==> config.mk <==
export PLATFORM = sky130hd
export DESIGN_NAME = device_heartbeat_timeout_monitor_top
export DESIGN_NICKNAME = d
export VERILOG_FILES = /design/src/hw/rtl/dhtm_pkg.sv /design/src/hw/rtl/dhtm_ram.sv /design/src/hw/rtl/dhtm_front.sv /design/src/hw/rtl/dhtm_back.sv /design/src/hw/rtl/device_heartbeat_timeout_monitor_top.sv
export SDC_FILE = /design/constraint.sdc
export NUM_CORES = 1
export LEC_CHECK = 0
export ABC_AREA = 1
export BUFFER_PORTS_ARGS = -buffer_cell sky130_fd_sc_hd__clkbuf_2
export CORE_AREA = 5 5 299 301
export CTS_BUF_LIST = sky130_fd_sc_hd__clkbuf_4 sky130_fd_sc_hd__clkbuf_8
export DETAILED_ROUTE_END_ITERATION = 7
export DIE_AREA = 0 0 304 306
export PLACE_DENSITY = 0.73
export SYNTH_ARGS = -nofsm -noshare
export SYNTH_HDL_FRONTEND = slang
export SYNTH_SLANG_ARGS = --single-unit
==> constraint.sdc <==
create_clock -name aclk -period 3.9 [get_ports aclk]
set_input_delay 0 -clock aclk [delete_from_list [all_inputs] [get_ports aclk]]
set_output_delay 0 -clock aclk [all_outputs]
set_load 0.05 [all_outputs]
==> src/hw/rtl/dhtm_pkg.sv <==
`timescale 1ns / 1ps
// ----------------------------------------------------------------------------
// dhtm_pkg
// shared types and constants of the heartbeat timeout monitor
// ----------------------------------------------------------------------------
package dhtm_pkg;

    // input modes as they arrive in tuser
    localparam logic [1:0] MODE_INIT = 2'd0;
    localparam logic [1:0] MODE_BEAT = 2'd1;
    localparam logic [1:0] MODE_SCAN = 2'd2;

    // status colours
    localparam logic [31:0] RGB_GREEN  = 32'hFF00FF00;
    localparam logic [31:0] RGB_YELLOW = 32'hFFFFFF00;
    localparam logic [31:0] RGB_BLUE   = 32'hFF0000FF;
    localparam logic [31:0] RGB_PINK   = 32'hFFFF00FF;
    localparam logic [31:0] RGB_CYAN   = 32'hFF00FFFF;
    localparam logic [31:0] RGB_RED    = 32'hFFFF0000;
    localparam logic [31:0] RGB_WHITE  = 32'hFFFFFFFF;

    // warning levels with a colour of their own
    localparam logic [2:0] LVL_ONE   = 3'd1;
    localparam logic [2:0] LVL_TWO   = 3'd2;
    localparam logic [2:0] LVL_THREE = 3'd3;
    localparam logic [2:0] LVL_FOUR  = 3'd4;
    localparam logic [2:0] LVL_FIVE  = 3'd5;

    // configuration register indexes
    localparam logic [1:0] CFG_AIM     = 2'd0;
    localparam logic [1:0] CFG_REFEREE = 2'd1;
    localparam logic [1:0] CFG_REMOTE  = 2'd2;
    localparam logic [1:0] CFG_VIDEO   = 2'd3;

    localparam int QDEPTH  = 2;
    localparam logic [4:0] CNT_MAX = 5'd31;

    typedef enum logic [1:0] {
        CMD_INIT = 2'd0,
        CMD_BEAT = 2'd1,
        CMD_SCAN = 2'd2
    } cmd_t;

    // one queued command
    typedef struct packed {
        cmd_t        cmd;
        logic [3:0]  device;
        logic [31:0] now_ms;
        logic [15:0] timeout_ms;
        logic [2:0]  alert_level;
    } cmd_entry_t;

    // device indexes from the configuration registers
    typedef struct packed {
        logic [3:0] aim;
        logic [3:0] referee;
        logic [3:0] remote;
        logic [3:0] video;
    } cfg_t;

    // scan result, first field in the highest bits
    typedef struct packed {
        logic [1:0]  link_state;
        logic [31:0] status_rgb;
        logic [4:0]  top_level_count;
        logic [2:0]  top_level;
        logic [4:0]  offline_count;
    } result_t;

endpackage

==> src/hw/rtl/dhtm_ram.sv <==
`timescale 1ns / 1ps
// ----------------------------------------------------------------------------
// dhtm_ram
// generic simple dual port ram, one write port, registered read port
// ----------------------------------------------------------------------------
module dhtm_ram #(
    parameter int WIDTH = 32,
    parameter int DEPTH = 16
) (
    input  logic                     aclk,
    input  logic                     wr_en,
    input  logic [$clog2(DEPTH)-1:0] wr_addr,
    input  logic [WIDTH-1:0]         wr_data,
    input  logic [$clog2(DEPTH)-1:0] rd_addr,
    output logic [WIDTH-1:0]         rd_data
);

    logic [WIDTH-1:0] mem [DEPTH];

    always_ff @(posedge aclk) begin
        if (wr_en) begin
            mem[wr_addr] <= wr_data;
        end
        rd_data <= mem[rd_addr];
    end

endmodule

==> src/hw/rtl/dhtm_front.sv <==
`timescale 1ns / 1ps
// ----------------------------------------------------------------------------
// dhtm_front
// accepts input transactions, classifies them and queues commands
// ----------------------------------------------------------------------------
module dhtm_front #(
    parameter int DEVICES = 16
) (
    input  logic                 aclk,
    input  logic                 aresetn,
    input  logic                 in_valid,
    output logic                 in_ready,
    input  logic [1:0]           in_mode,
    input  dhtm_pkg::cmd_entry_t in_entry,
    output logic                 q_valid,
    input  logic                 q_pop,
    output dhtm_pkg::cmd_entry_t q_entry
);
    import dhtm_pkg::*;

    localparam int QAW = $clog2(QDEPTH);
    localparam int QCW = $clog2(QDEPTH + 1);

    cmd_entry_t       slot_reg [QDEPTH];
    logic [QAW-1:0]   wr_ptr_reg, wr_ptr_next;
    logic [QAW-1:0]   rd_ptr_reg, rd_ptr_next;
    logic [QCW-1:0]   count_reg, count_next;
    logic             dev_ok;
    logic             keep;
    logic             push;
    cmd_entry_t       classified;

    assign dev_ok = 32'(in_entry.device) < 32'(DEVICES);

    // unused mode and out of table devices are dropped here
    always_comb begin
        classified = in_entry;
        keep       = 1'b0;
        case (in_mode)
            MODE_INIT: begin
                classified.cmd = CMD_INIT;
                keep           = dev_ok;
            end
            MODE_BEAT: begin
                classified.cmd = CMD_BEAT;
                keep           = dev_ok;
            end
            MODE_SCAN: begin
                classified.cmd = CMD_SCAN;
                keep           = 1'b1;
            end
            default: begin
                classified.cmd = CMD_SCAN;
                keep           = 1'b0;
            end
        endcase
    end

    assign in_ready = count_reg != QCW'(QDEPTH);
    assign push     = in_valid && in_ready && keep;
    assign q_valid  = count_reg != '0;
    assign q_entry  = slot_reg[rd_ptr_reg];

    always_comb begin
        wr_ptr_next = wr_ptr_reg;
        rd_ptr_next = rd_ptr_reg;
        count_next  = count_reg;
        if (push) begin
            wr_ptr_next = (wr_ptr_reg == QAW'(QDEPTH - 1)) ? '0 : wr_ptr_reg + 1'b1;
        end
        if (q_pop && q_valid) begin
            rd_ptr_next = (rd_ptr_reg == QAW'(QDEPTH - 1)) ? '0 : rd_ptr_reg + 1'b1;
        end
        if (push && !(q_pop && q_valid)) begin
            count_next = count_reg + 1'b1;
        end else if (!push && q_pop && q_valid) begin
            count_next = count_reg - 1'b1;
        end
    end

    always_ff @(posedge aclk) begin
        if (!aresetn) begin
            wr_ptr_reg <= '0;
            rd_ptr_reg <= '0;
            count_reg  <= '0;
        end else begin
            wr_ptr_reg <= wr_ptr_next;
            rd_ptr_reg <= rd_ptr_next;
            count_reg  <= count_next;
        end
    end

    always_ff @(posedge aclk) begin
        if (push) begin
            slot_reg[wr_ptr_reg] <= classified;
        end
    end

endmodule

==> src/hw/rtl/dhtm_back.sv <==
`timescale 1ns / 1ps
// ----------------------------------------------------------------------------
// dhtm_back
// executes queued commands on the device table and produces scan results
// ----------------------------------------------------------------------------
module dhtm_back #(
    parameter int DEVICES = 16
) (
    input  logic                 aclk,
    input  logic                 aresetn,
    input  dhtm_pkg::cfg_t       cfg,
    input  logic                 q_valid,
    output logic                 q_pop,
    input  dhtm_pkg::cmd_entry_t q_entry,
    output logic                 out_valid,
    input  logic                 out_ready,
    output dhtm_pkg::result_t    out_result
);
    import dhtm_pkg::*;

    localparam int AW  = $clog2(DEVICES);
    localparam int PAD = (DEVICES > 16) ? DEVICES : 16;
    localparam int PAW = $clog2(PAD);
    localparam int TLW = 16 + 3;

    typedef enum logic [3:0] {
        ST_IDLE   = 4'b0001,
        ST_SCAN   = 4'b0010,
        ST_DRAIN  = 4'b0100,
        ST_FINISH = 4'b1000
    } state_t;

    state_t            state_reg, state_next;
    logic [AW-1:0]     idx_reg, idx_next;
    logic [31:0]       now_reg;
    logic              chk_vld_reg;
    logic [AW-1:0]     chk_idx_reg;
    logic              lsv_q_reg, tlv_q_reg;
    logic [DEVICES-1:0] ls_vld_reg, tl_vld_reg, online_reg;
    logic [4:0]        off_cnt_reg, top_cnt_reg;
    logic [2:0]        top_reg;
    logic              out_valid_reg;
    result_t           out_result_reg;

    logic [PAW-1:0]    dev_ext;
    logic [AW-1:0]     wr_addr;
    logic              ls_we, tl_we;
    logic [31:0]       ls_q;
    logic [TLW-1:0]    tl_q;
    logic [31:0]       seen;
    logic [15:0]       tmo;
    logic [2:0]        lvl;
    logic [31:0]       age;
    logic              is_off;
    logic [PAD-1:0]    on_pad;
    logic              aim_on, ref_on, rem_on, vid_on;
    logic              out_load;
    result_t           res;

    assign dev_ext = PAW'(q_entry.device);
    assign wr_addr = dev_ext[AW-1:0];
    assign q_pop   = (state_reg == ST_IDLE) && q_valid;
    assign ls_we   = q_pop && (q_entry.cmd == CMD_INIT || q_entry.cmd == CMD_BEAT);
    assign tl_we   = q_pop && (q_entry.cmd == CMD_INIT);

    dhtm_ram #(.WIDTH(32), .DEPTH(DEVICES)) u_seen_ram (
        .aclk    (aclk),
        .wr_en   (ls_we),
        .wr_addr (wr_addr),
        .wr_data (q_entry.now_ms),
        .rd_addr (idx_reg),
        .rd_data (ls_q)
    );

    dhtm_ram #(.WIDTH(TLW), .DEPTH(DEVICES)) u_limit_ram (
        .aclk    (aclk),
        .wr_en   (tl_we),
        .wr_addr (wr_addr),
        .wr_data ({q_entry.timeout_ms, q_entry.alert_level}),
        .rd_addr (idx_reg),
        .rd_data (tl_q)
    );

    // entries never written read as zero
    assign seen   = lsv_q_reg ? ls_q : '0;
    assign tmo    = tlv_q_reg ? tl_q[TLW-1:3] : '0;
    assign lvl    = tlv_q_reg ? tl_q[2:0] : '0;
    assign age    = now_reg - seen;
    assign is_off = age > {16'd0, tmo};

    // indexes beyond the table see zero, i.e. offline
    assign on_pad = PAD'(online_reg);
    assign aim_on = on_pad[PAW'(cfg.aim)];
    assign ref_on = on_pad[PAW'(cfg.referee)];
    assign rem_on = on_pad[PAW'(cfg.remote)];
    assign vid_on = on_pad[PAW'(cfg.video)];

    always_comb begin
        res                 = '0;
        res.offline_count   = off_cnt_reg;
        res.top_level       = top_reg;
        res.top_level_count = top_cnt_reg;
        res.link_state      = {vid_on, rem_on};
        res.status_rgb      = RGB_GREEN;
        if (off_cnt_reg != '0) begin
            case (top_reg)
                LVL_ONE:   res.status_rgb = (!aim_on && !ref_on) ? RGB_YELLOW : RGB_GREEN;
                LVL_TWO:   res.status_rgb = RGB_BLUE;
                LVL_THREE: res.status_rgb = RGB_PINK;
                LVL_FOUR:  res.status_rgb = RGB_CYAN;
                LVL_FIVE:  res.status_rgb = RGB_RED;
                default:   res.status_rgb = RGB_WHITE;
            endcase
        end
    end

    assign out_load = (state_reg == ST_FINISH) && (!out_valid_reg || out_ready);

    always_comb begin
        state_next = state_reg;
        idx_next   = idx_reg;
        case (state_reg)
            ST_IDLE: begin
                idx_next = '0;
                if (q_pop && q_entry.cmd == CMD_SCAN) begin
                    state_next = ST_SCAN;
                end
            end
            ST_SCAN: begin
                if (idx_reg == AW'(DEVICES - 1)) begin
                    state_next = ST_DRAIN;
                end else begin
                    idx_next = idx_reg + 1'b1;
                end
            end
            ST_DRAIN: begin
                state_next = ST_FINISH;
            end
            ST_FINISH: begin
                if (out_load) begin
                    state_next = ST_IDLE;
                end
            end
            default: begin
                state_next = ST_IDLE;
            end
        endcase
    end

    always_ff @(posedge aclk) begin
        if (!aresetn) begin
            state_reg     <= ST_IDLE;
            idx_reg       <= '0;
            chk_vld_reg   <= 1'b0;
            ls_vld_reg    <= '0;
            tl_vld_reg    <= '0;
            online_reg    <= '0;
            out_valid_reg <= 1'b0;
        end else begin
            state_reg   <= state_next;
            idx_reg     <= idx_next;
            chk_vld_reg <= (state_reg == ST_SCAN);
            if (ls_we) begin
                ls_vld_reg[wr_addr] <= 1'b1;
            end
            if (tl_we) begin
                tl_vld_reg[wr_addr] <= 1'b1;
                online_reg[wr_addr] <= 1'b0;
            end
            if (chk_vld_reg) begin
                online_reg[chk_idx_reg] <= !is_off;
            end
            if (out_load) begin
                out_valid_reg <= 1'b1;
            end else if (out_ready) begin
                out_valid_reg <= 1'b0;
            end
        end
    end

    // datapath, no reset needed
    always_ff @(posedge aclk) begin
        lsv_q_reg   <= ls_vld_reg[idx_reg];
        tlv_q_reg   <= tl_vld_reg[idx_reg];
        chk_idx_reg <= idx_reg;
        if (q_pop && q_entry.cmd == CMD_SCAN) begin
            now_reg     <= q_entry.now_ms;
            off_cnt_reg <= '0;
            top_reg     <= '0;
            top_cnt_reg <= '0;
        end else if (chk_vld_reg && is_off) begin
            if (off_cnt_reg != CNT_MAX) begin
                off_cnt_reg <= off_cnt_reg + 1'b1;
            end
            if (lvl > top_reg) begin
                top_reg     <= lvl;
                top_cnt_reg <= 5'd1;
            end else if (lvl == top_reg && top_cnt_reg != CNT_MAX) begin
                top_cnt_reg <= top_cnt_reg + 1'b1;
            end
        end
        if (out_load) begin
            out_result_reg <= res;
        end
    end

    assign out_valid  = out_valid_reg;
    assign out_result = out_result_reg;

endmodule

==> src/hw/rtl/device_heartbeat_timeout_monitor_top.sv <==
`timescale 1ns / 1ps
// ----------------------------------------------------------------------------
// device_heartbeat_timeout_monitor_top
// heartbeat timeout monitor over a table of devices with scan reporting
// ----------------------------------------------------------------------------
//  channel   direction  handshake          payload
//  s_        in         s_tvalid/s_tready  tuser mode, tdata device..level
//  m_        out        m_tvalid/m_tready  tdata scan report
//  cfg_      in         cfg_wr_en          cfg_addr, cfg_wdata
//
//  an init or heartbeat is written to the table as it is popped; a scan walks
//  through the table ram, one entry per cycle
//  the front queue holds two commands, so up to two can queue during a scan
//  reset clears control state and the per-entry valid bits; no clearing pass
//  a held result stalls the end of the next scan, and with it all later inits and heartbeats
// ----------------------------------------------------------------------------
module device_heartbeat_timeout_monitor_top #(
    parameter int DEVICES = 16
) (
    input  logic        aclk,
    input  logic        aresetn,
    // configuration
    input  logic        cfg_wr_en,
    input  logic [1:0]  cfg_addr,
    input  logic [3:0]  cfg_wdata,
    // input transactions
    input  logic        s_tvalid,
    output logic        s_tready,
    input  logic [55:0] s_tdata,   // device[3:0], now_ms[35:4], timeout_ms[51:36],
                                   // alert_level[54:52], zero fill
    input  logic [1:0]  s_tuser,   // mode[1:0]
    // result transactions
    output logic        m_tvalid,
    input  logic        m_tready,
    output logic [47:0] m_tdata    // offline_count[4:0], top_level[7:5],
                                   // top_level_count[12:8], status_rgb[44:13],
                                   // link_state[46:45], zero fill
);
    import dhtm_pkg::*;

    cfg_t       cfg_reg;
    cmd_entry_t in_entry;
    cmd_entry_t q_entry;
    logic       q_valid, q_pop;
    result_t    result;

    // the user must write register indexes only while the block is idle; the block does not enforce it
    always_ff @(posedge aclk) begin
        if (!aresetn) begin
            cfg_reg.aim     <= 4'd0;
            cfg_reg.referee <= 4'd1;
            cfg_reg.remote  <= 4'd2;
            cfg_reg.video   <= 4'd3;
        end else if (cfg_wr_en) begin
            case (cfg_addr)
                CFG_AIM:     cfg_reg.aim     <= cfg_wdata;
                CFG_REFEREE: cfg_reg.referee <= cfg_wdata;
                CFG_REMOTE:  cfg_reg.remote  <= cfg_wdata;
                CFG_VIDEO:   cfg_reg.video   <= cfg_wdata;
                default:     cfg_reg         <= cfg_reg;
            endcase
        end
    end

    // unpack the input transaction; cmd is set by the front end
    always_comb begin
        in_entry             = '0;
        in_entry.device      = s_tdata[3:0];
        in_entry.now_ms      = s_tdata[35:4];
        in_entry.timeout_ms  = s_tdata[51:36];
        in_entry.alert_level = s_tdata[54:52];
    end

    dhtm_front #(.DEVICES(DEVICES)) u_front (
        .aclk     (aclk),
        .aresetn  (aresetn),
        .in_valid (s_tvalid),
        .in_ready (s_tready),
        .in_mode  (s_tuser),
        .in_entry (in_entry),
        .q_valid  (q_valid),
        .q_pop    (q_pop),
        .q_entry  (q_entry)
    );

    dhtm_back #(.DEVICES(DEVICES)) u_back (
        .aclk       (aclk),
        .aresetn    (aresetn),
        .cfg        (cfg_reg),
        .q_valid    (q_valid),
        .q_pop      (q_pop),
        .q_entry    (q_entry),
        .out_valid  (m_tvalid),
        .out_ready  (m_tready),
        .out_result (result)
    );

    // one zero bit fills the report up to six bytes
    assign m_tdata = {1'b0, result};

endmodule
Word-level counts from Yosys, hierarchy flattened
Memories as Yosys holds them, arrays and structs flattened. A register that Yosys moved wholly into a read port is not among the register bits.
Index checks and enable logic that the tools add are counted.
W data, S select, Z words.

word-level totals
  register bits after elaboration = 176
  bits in writable memories = 930
  input port bits = 69
  output and inout bits = 50
  logic and storage cells = 169
  memories = 3

memories
  memory                  depth  bits a word  read ports  clocked after Yosys merged registers in  wr ports  RTL line          source
  u_back.u_seen_ram.mem   16     32           1           1                                        1         dhtm_ram.sv:18    logic [WIDTH-1:0] mem [DEPTH];
  u_back.u_limit_ram.mem  16     19           1           1                                        1         dhtm_ram.sv:18
  u_front.slot_reg        2      57           1           1                                        1         dhtm_front.sv:24  cmd_entry_t slot_reg [QDEPTH];

operators by class
  add/sub/neg operators = 8
  magnitude comparators = 11
  equal/unequal tests = 25
  multiplexer cells = 49
  bitwise operators = 4
  reductions and logical operators = 43

operator list
  kind                   count
  $pmux W32 S5           1
  $mux W16               4
  $lt A4 B5 Y1 const B   7
  $gt A32 B16 Y1         1
  $mux W32               1
  $or A16 B16 Y16        2
  $sub A32 B32 Y32       1
  $bmux W1 S4            6
  $mux W24               1
  $mux W1                21
  $and A16 B16 Y16       1
  $bwmux W16             1
  $logic_and A1 B1 Y1    16
  $mux W4                4
  $not A16 Y16           1
  $pmux W4 S4            1
  $reduce_and A2 Y1      8
  $add A5 B1 Y5 const B  2
  $mux W5                2
  $ne A5 B5 Y1 const B   2
  $reduce_bool A2 Y1     5
  $demux W1 S4           2
  $eq A2 B2 Y1 const B   4
  $eq A4 B4 Y1 const B   2
  26 further kinds       44

Depth between registers and ports, before layout
Gate-level depths: netlist (run 1).

  word-level depth = 10
  mapped depth = 29
  depth with buffers taken out = 29

Modules after synthesis
A second synthesis (run 1) with hierarchy kept.

unflattened totals
  cells, all modules = 5038
  area, all modules = 50324.5 µm²

by module, submodules not included
  module                                instances  cells each  area an instance (µm²)  seq. area each (µm²)
  dhtm_ram at u_back.u_seen_ram         1          2120        22730.6                 16015.4
  dhtm_ram at u_back.u_limit_ram        1          1270        13508.0                 9509.1
  dhtm_back                             1          1328        8888.5                  3042.9
  dhtm_front                            1          221         4530.6                  3523.4
  device_heartbeat_timeout_monitor_top  1          99          666.9                   320.3

Worst setup path before layout (run 1)
OpenSTA, ideal clock, no wires.

  path type = reg-to-reg
  from = register with a tool-made name
  to = memory u_back.u_limit_ram.mem[13][0] in the netlist's numbering (enable)
  setup time = 398 ps
  arrival = 3616 ps
  required time = 3502 ps
  setup slack = -114 ps
  stages on the path, launching flop included = 10
  path buffers = 2
  period minus slack after synthesis = 4014 ps
  path through = dfxtp_1 -> buf_2 -> buf_2 -> o21ai_0 -> inv_1 -> nor2_1 -> inv_1 -> nor2_1 -> inv_1 -> nor2_1

RTL lines
  element        RTL line
  end, declared  dhtm_ram.sv:18

Final worst setup path (run 1)
  from = register u_back.lsv_q_reg
  to = register u_back.off_cnt_reg[4]

on the way
  cells in the longest elaborated chain, start to end = 5

ends and longest elaborated chain
  element                      RTL line          source
  start, declared              dhtm_back.sv:38   logic lsv_q_reg, tlv_q_reg;
  start signal, assigned       dhtm_back.sv:183  lsv_q_reg <= ls_vld_reg[idx_reg];
  $mux W32                     dhtm_back.sv:85   assign seen = lsv_q_reg ? ls_q : '0;
  $sub A32 B32 Y32             dhtm_back.sv:88   assign age = now_reg - seen;
  $gt A32 B16 Y1               dhtm_back.sv:89   assign is_off = age > {16'd0, tmo};
  $logic_and A1 B1 Y1          dhtm_back.sv:191  end else if (chk_vld_reg && is_off) begin
  $reduce_and A2 Y1 (no line)  n/a
  end signal, assigned         dhtm_back.sv:193  off_cnt_reg <= off_cnt_reg + 1'b1;
  end, declared                dhtm_back.sv:40   logic [4:0] off_cnt_reg, top_cnt_reg;

No other way between the ends.
A chain may end at the register's enable or synchronous reset.

==> metrics, run 1 <==
status finished clean; clock period minus worst slack approximately 3.6 ns; synth cell count leaders 980 x edfxtp_1, 635 x nor2_1, 491 x o21ai_0; Max stage delay on crit path 0.37 ns; Post-Route WL around 120000 um; HP Class in2reg; Final Hold Fails 0; leakage 19.0 nW; Netlist cell types between 50 and 60; fin. max-slew vios 0; post-route ant nets 0; setup_tns 0 ns; total grt overflow 0; Final nets roughly 4.3k; worst slew pin tran 0.926 ns; Main synth FF type edfxtp_1; worst endpoint required time around 4.6 ns; die area between 90000 and 100000 um2; final setup skew ~0.032 ns; share of cells above drive strength 1 15.1%; crit path kind reg2reg; Yosys reg bits between 1k and 1.5k; Sink Count 1129; Worst setup SP type flip-flop; endpoint type of the worst setup path flip-flop; vias per inst between 5 and 6; Synth Area per Inst approximately 12 um2; Worst VDD drop between 300 and 400 uV; final setup fails 0; top cells by area, synth edfxtp_1 64%, dfxtp_1 6.5%, o21ai_0 5.3%, nor2_1 5.2%, nand2_1 3.4%; Routed WL per cell 21.4 um; largest net degree at the start of global routing 164; most prevalent standard cell on the critical path nand2_1; cell taking the most area after synthesis edfxtp_1; root buf cell clkbuf_8; final RePlAce weighted congestion 0.928; CTS tree yes; PwrDens between 500 and 600 nW/um2; Die W 304 um; H-tree depth 4; Residual DRC 0; Inserted Clock Buffers 174; initial antenna violation count 4; first-pass GRT wire length between 150000 and 200000 um; Netlist Area Pre-Place between 40000 and 50000 um2; Initial DRT Pass Iterations 6; Critical Path Fanout Max 8; Final period util 91.5%; Power, Total 30.1 mW; die height around 300 um; total core area between 80000 and 90000 um2; worst skew pair latency between 0.8 and 0.9 ns; initial core utilization 53.4%; dpl hpwl 64200 um; via count ~31k; IO Pins between 100 and 150; # rows roughly 110; DRT iter0 DRCs between 3k and 4k; vias in the first global route between 30k and 40k; Post-synth ARST share 0%; Total GRT Usage 24.4%; area growth from synthesis to layout 15.6%; Syn Inst Count roughly 3.9k; Max clock buf depth 3; Post-synth EDFFs just under 1k; Max stage delay cell, worst path dfxtp_4; Clock Pin Slew Worst Setup and Hold Paths about 0.070 ns; Ys Warns 0; Worst path top cell family by delay simple AND/OR/NAND/NOR gates; Arrival @ worst endpoint 4.28 ns; top-count cell post-synth edfxtp_1; fmax between 200 and 300 MHz; port bufs around 110; post-synth top area share 63.8%; maxcap violations 0; sequential fraction of the synthesis area about 70%; worst path bufs/invs 2; max reg flops roughly 500; slew margin rel. 38.3%
## power breakdown
group / internal [mW] / leakage [nW] / total, mW / switching [mW]
clock network: 5.29 / 1.87 / 9.83 / 4.54
logic: 1.55 / 7.04 / 5.31 / 3.76
registers: 14.6 / 10.1 / 14.9 / 0.310
total: 21.4 / 19.0 / 30.1 / 8.62
## metrics by stage
stage | worst slack (ns) | hold slack (ns) | util, % | instances | cell area, um2
floorplan | 0.444 | 0.0989 | - | 3870 | 46200
global placement | 0.171 | 0.188 | 55.8 | 4973 | 48200
detailed placement | 0.0490 | 0.192 | 55.8 | 4973 | 48200
CTS | 0.00947 | 0.00760 | 61.5 | 5436 | 53100
global route | -0.0123 | 0.0750 | 61.8 | 5445 | 53300
finish | 0.331 | 0.0970 | 61.8 | 5445 | 53300
## layout by cell type (no fill, tap or decap), types with 17 or more instances in the layout
cell type / synthesis / routed
nor2_2: 11 / 18
mux2_2: 51 / 51
dlygate4sd3_1: 0 / 138
clkbuf_8: 0 / 184
nor3_1: 27 / 17
nor2_1: 635 / 609
nand2_2: 14 / 21
edfxtp_1: 980 / 980
dfxtp_1: 149 / 143
clkinv_1: 3 / 42
nor2_4: 1 / 20
a21oi_1: 103 / 102
clkbuf_4: 0 / 71
buf_12: 0 / 20
nand3_1: 108 / 106
clkbuf_2: 0 / 108
inv_1: 232 / 231
nand2_1: 414 / 408
o221ai_1: 165 / 165
o211ai_1: 53 / 53
buf_4: 30 / 61
o22ai_1: 46 / 46
ha_1: 56 / 44
o21ai_0: 491 / 491
## cell type report
| class | instances | area [um2] |
|---|---|---|
| fillers | 6549 | 33000 |
| inverters | 243 | 927 |
| clock inverters | 70 | 463 |
| well taps | 1155 | 1450 |
| multi-input cells | 2263 | 12200 |
| clock buffers | 255 | 3070 |
| diodes | 1 | 2.50 |
| flip-flops and latches | 1129 | 32400 |
| repair buffers | 329 | 2820 |
## tightest hold or removal path: cells and delay by family
family                 cells  cell delay, ns
AOI/OAI and AO/OA          2            0.21
buffers and inverters      2            0.67
## worst paths after layout
path                                       startpoint                    end  slack [ns]  cells past startpoint
worst min register to register  u_back.ls_vld_reg[14]  u_back.ls_vld_reg[14]        0.46                      2
worst max-delay path                 u_back.lsv_q_reg  u_back.off_cnt_reg[4]        0.33                     28
worst min-delay path                     cfg_wdata[0]             cfg_reg[4]         0.1                      4
worst max register to register       u_back.lsv_q_reg  u_back.off_cnt_reg[4]        0.33                     28
## metal layers
metal | routed length (um) | track usage [%] | vias to the layer above
met5 | 36 | 0 | -
li1 | - | - | 14500
met3 | 11900 | 4.89 | 253
met1 | 47900 | 34.8 | 15100
met4 | 3100 | 8.25 | 6
met2 | 53400 | 38.0 | 1629
## timing repair
item	4_1_cts	5_1_grt
buffers inserted	0	6
hold buffers	138	0
endpoints found under the hold margin	203	0
resized for setup	0	36
endpoints found under the setup margin	0	29
## cells by family (layout without fill, tap and decap cells)
kind of cell,after synthesis,in the layout,synth area share (%)
AO/OA/AOI/OAI,874,874,11.3
XOR/XNOR,20,20,0.380
adder cells (fa/ha/maj),57,57,1.56
buffers and inverters,479,897,4.19
flip-flops,1129,1129,70.3
multiplexers,53,53,1.29
other,2,10,0.0163
AND/OR/NAND/NOR,1249,1250,11.0
Power figures use the tool's default switching activity.
==> inputs of run 2 (changes only) <==
--- a/config.mk
+++ b/config.mk
@@ -12,6 +12,7 @@
 export DETAILED_ROUTE_END_ITERATION = 7
 export DIE_AREA = 0 0 304 306
 export PLACE_DENSITY = 0.73
+export RECOVER_POWER = 50
 export SYNTH_ARGS = -nofsm -noshare
 export SYNTH_HDL_FRONTEND = slang
 export SYNTH_SLANG_ARGS = --single-unit
==> metrics, run 2 (synthesis results as in run 1) <==
R2R Setup Slk 0.34 ns (about the same); final setup skew 0.0318 ns (-0.000323 ns); min-delay src cfg_wdata[3]; Worst Setup Slack, final 0.339 ns (+0.00772 ns); Inserted Clock Buffers 174 (unchanged); root buf cell clkbuf_8; total core area 86300 um2 (unchanged); Int Power 21.4 mW (-0.25%); first-pass GRT wire length 176000 um (unchanged); total grt overflow 0 (unchanged); worst path bufs/invs 3 (+1); DRT iter0 DRCs 3681 (-1.4%); commonest non-fill, non-tap cell in the layout edfxtp_1; # rows 108 (unchanged); Critical R2R Launch u_back.lsv_q_reg; slew margin rel. -48.7% (-87 points); hold path endpoint cfg_reg[7]; post-route ant nets 0 (unchanged); fin. max-slew vios 65 (+65); Sink Count 1129 (unchanged); endpoint type of the worst setup path flip-flop; Final period util 91.3% (-0.20 points); Post-Route WL 117000 um (+0.29%); share of cells above drive strength 1 12.5% (-2.6 points); final RePlAce weighted congestion 0.928 (unchanged); final setup fails 0 (unchanged); worst endpoint required time 4.61 ns (about the same); dpl hpwl 64200 um (unchanged); dpl cells 4973 (unchanged); PwrDens 564 nW/um2 (about the same); status finished, violations left; via count 31.4k (-0.15%); clock share of power 32.8% (about the same); fillers 6588 (+0.60%); Worst VDD drop 379 uV (+0.59%); Clock Pin Slew Worst Setup and Hold Paths 0.07 ns (about the same); HP Class in2reg; Arrival @ worst endpoint 4.27 ns (about the same); maxcap violations 3 (+3); combinational share of power 17.5% (-0.2 points); Final nets 4266 (unchanged); area growth from synthesis to layout 15.3%; worst reg2reg endpoint u_back.top_cnt_reg[3]; leakage 18.8 nW (-0.83%); failing checks capacitance limit, slew limit; die height 306 um (unchanged); Critical Path Fanout Max 5 (-3); worst slew pin tran 2.22 ns (+1.30 ns); most frequent cells in the layout 980 x edfxtp_1, 611 x nor2_1, 491 x o21ai_0; vias per inst 5.77 (-0.15%); max reg flops 512 (unchanged); R2R depth 27 (-3.6%); worst skew pair latency 0.85 ns (+0.02 ns); Worst path top cell family by delay simple AND/OR/NAND/NOR gates; switching power 8.62 mW (about the same); Routed WL per cell 21.4 um (+0.29%); Max clock buf depth 3 (unchanged); Total GRT Usage 24.4% (unchanged); die area 93000 um2 (unchanged); crit path kind reg2reg; Die W 304 um (unchanged); clock period minus worst slack 3.56 ns (-0.00772 ns); Final Hold Fails 0 (unchanged); initial core utilization 53.4% (unchanged); fmax 281 MHz (+0.22%); CTS tree yes; Residual DRC 0 (unchanged); vias in the first global route 30.1k (unchanged); Max stage delay on crit path 0.37 ns (about the same); IO Pins 119 (unchanged); worst slack, placed 0.0490 ns (unchanged); Min-Delay Path Depth 4 (unchanged); Max stage delay cell, worst path dfxtp_4; largest net degree at the start of global routing 164 (unchanged); port bufs 108 (unchanged); most prevalent standard cell on the critical path nand2_1; Worst setup SP type flip-flop; final std cells w/o fill 5445 (unchanged); H-tree depth 4 (unchanged); initial antenna violation count 3 (-1); Switching Fraction 28.7% (+0.069 points); Initial DRT Pass Iterations 6 (unchanged); sequential power share 49.7% (about the same)
==> run 2: changes by cell type in the layout (fill, tap and decap cells not counted), moves of 2 or more <==
cell	previous run	this run
buf_4	61	55
clkbuf_1	0	52
clkbuf_2	108	63
dfxtp_1	143	146
dfxtp_4	5	3
inv_1	231	233
inv_2	9	7
mux2_1	0	51
mux2_2	51	0
nor2_1	609	611
nor2_4	20	18
==> run 2: cell type report <==
class | count | area (um2) | share of cell area, %
multi-input cells | 2263 | 12200 | 22.9
diodes | 1 | 2.50 | 0.00470
repair buffers | 329 | 2720 | 5.11
inverters | 243 | 927 | 1.74
well taps | 1155 | 1450 | 2.72
flip-flops and latches | 1129 | 32400 | 60.9
clock buffers | 255 | 3070 | 5.76
clock inverters | 70 | 463 | 0.870
==> run 2: worst max-delay path by stage <==
stage,startpoint,endpoint,slack (ns),cells past startpoint
detailed placement,u_back.lsv_q_reg,u_back.on_pad[6],0.05,26
floorplan,flip-flop,u_back.u_limit_ram.mem[13][0],0.44,9
CTS,u_back.lsv_q_reg,u_back.on_pad[6],0.009,26
global placement,u_back.lsv_q_reg,u_back.top_reg[0],0.17,28
finish,u_back.lsv_q_reg,u_back.top_cnt_reg[3],0.34,27
global route,u_back.lsv_q_reg,u_back.off_cnt_reg[4],-0.01,24
==> run 2: power groups by stage <==
stage	Combinational (mW)	Sequential, mW	Clock, mW
global route	5.81	15.0	10.6
floorplan	3.31	15.0	0
detailed placement	5.04	15.1	0
CTS	5.17	14.9	9.98
finish	5.25	14.9	9.83
global placement	4.95	15.1	0
==> run 2: repair_timing <==
item,in CTS,in global routing
hold buffers,138,0
resized for setup,0,36
hold endpoints to repair,203,0
endpoints found under the setup margin,0,29
setup buffers,0,6
==> run 2: layer usage <==
| metal | part of all wire, % | wire length [um] | track usage, % | vias up |
|---|---|---|---|---|
| li1 | - | - | - | 14500 |
| met5 | 0.012 | 14 | 0 | - |
| met4 | 2.6 | 3010 | 8.25 | 2 |
| met1 | 42 | 48500 | 34.8 | 15100 |
| met2 | 46 | 53600 | 38.0 | 1579 |
| met3 | 9.9 | 11500 | 4.89 | 240 |
==> run 2: stage by stage <==
step	setup TNS, ns	utilization (%)	power, mW	area [um2]	hold WS, ns
5_1_grt	-0.0123	61.6	31.3	53200	0.0750
3_3_place_gp	0	55.8	20.1	48200	0.188
6_report	0	61.6	30.0	53200	0.0994
4_1_cts	0	61.5	30.1	53100	0.00760
2_1_floorplan	0	-	18.3	46200	0.0989
3_5_place_dp	0	55.8	20.2	48200	0.192
==> run 2: worst reg2reg max path, stage by stage, from the launching register on <==
cell     delay [ns]
dfxtp_4        0.37
nand2_1        0.05
inv_1          0.05
ha_1           0.12
inv_1          0.08
fa_2           0.35
nand2_2        0.09
nand2_1        0.09
nand3_2        0.08
nand2_2        0.08
nand2_1        0.09
nand2_2        0.07
xor2_2         0.16
ha_1           0.28
nand2_1        0.07
nor2_2         0.13
nand3_2        0.10
nor2_2         0.13
nand4_1        0.08
nand2_1        0.10
nand3_1        0.09
nor2_2         0.11
nand2_2        0.07
nor2_4         0.13
nand2_4        0.13
buf_4          0.19
nand4_1        0.07
a21oi_1        0.08
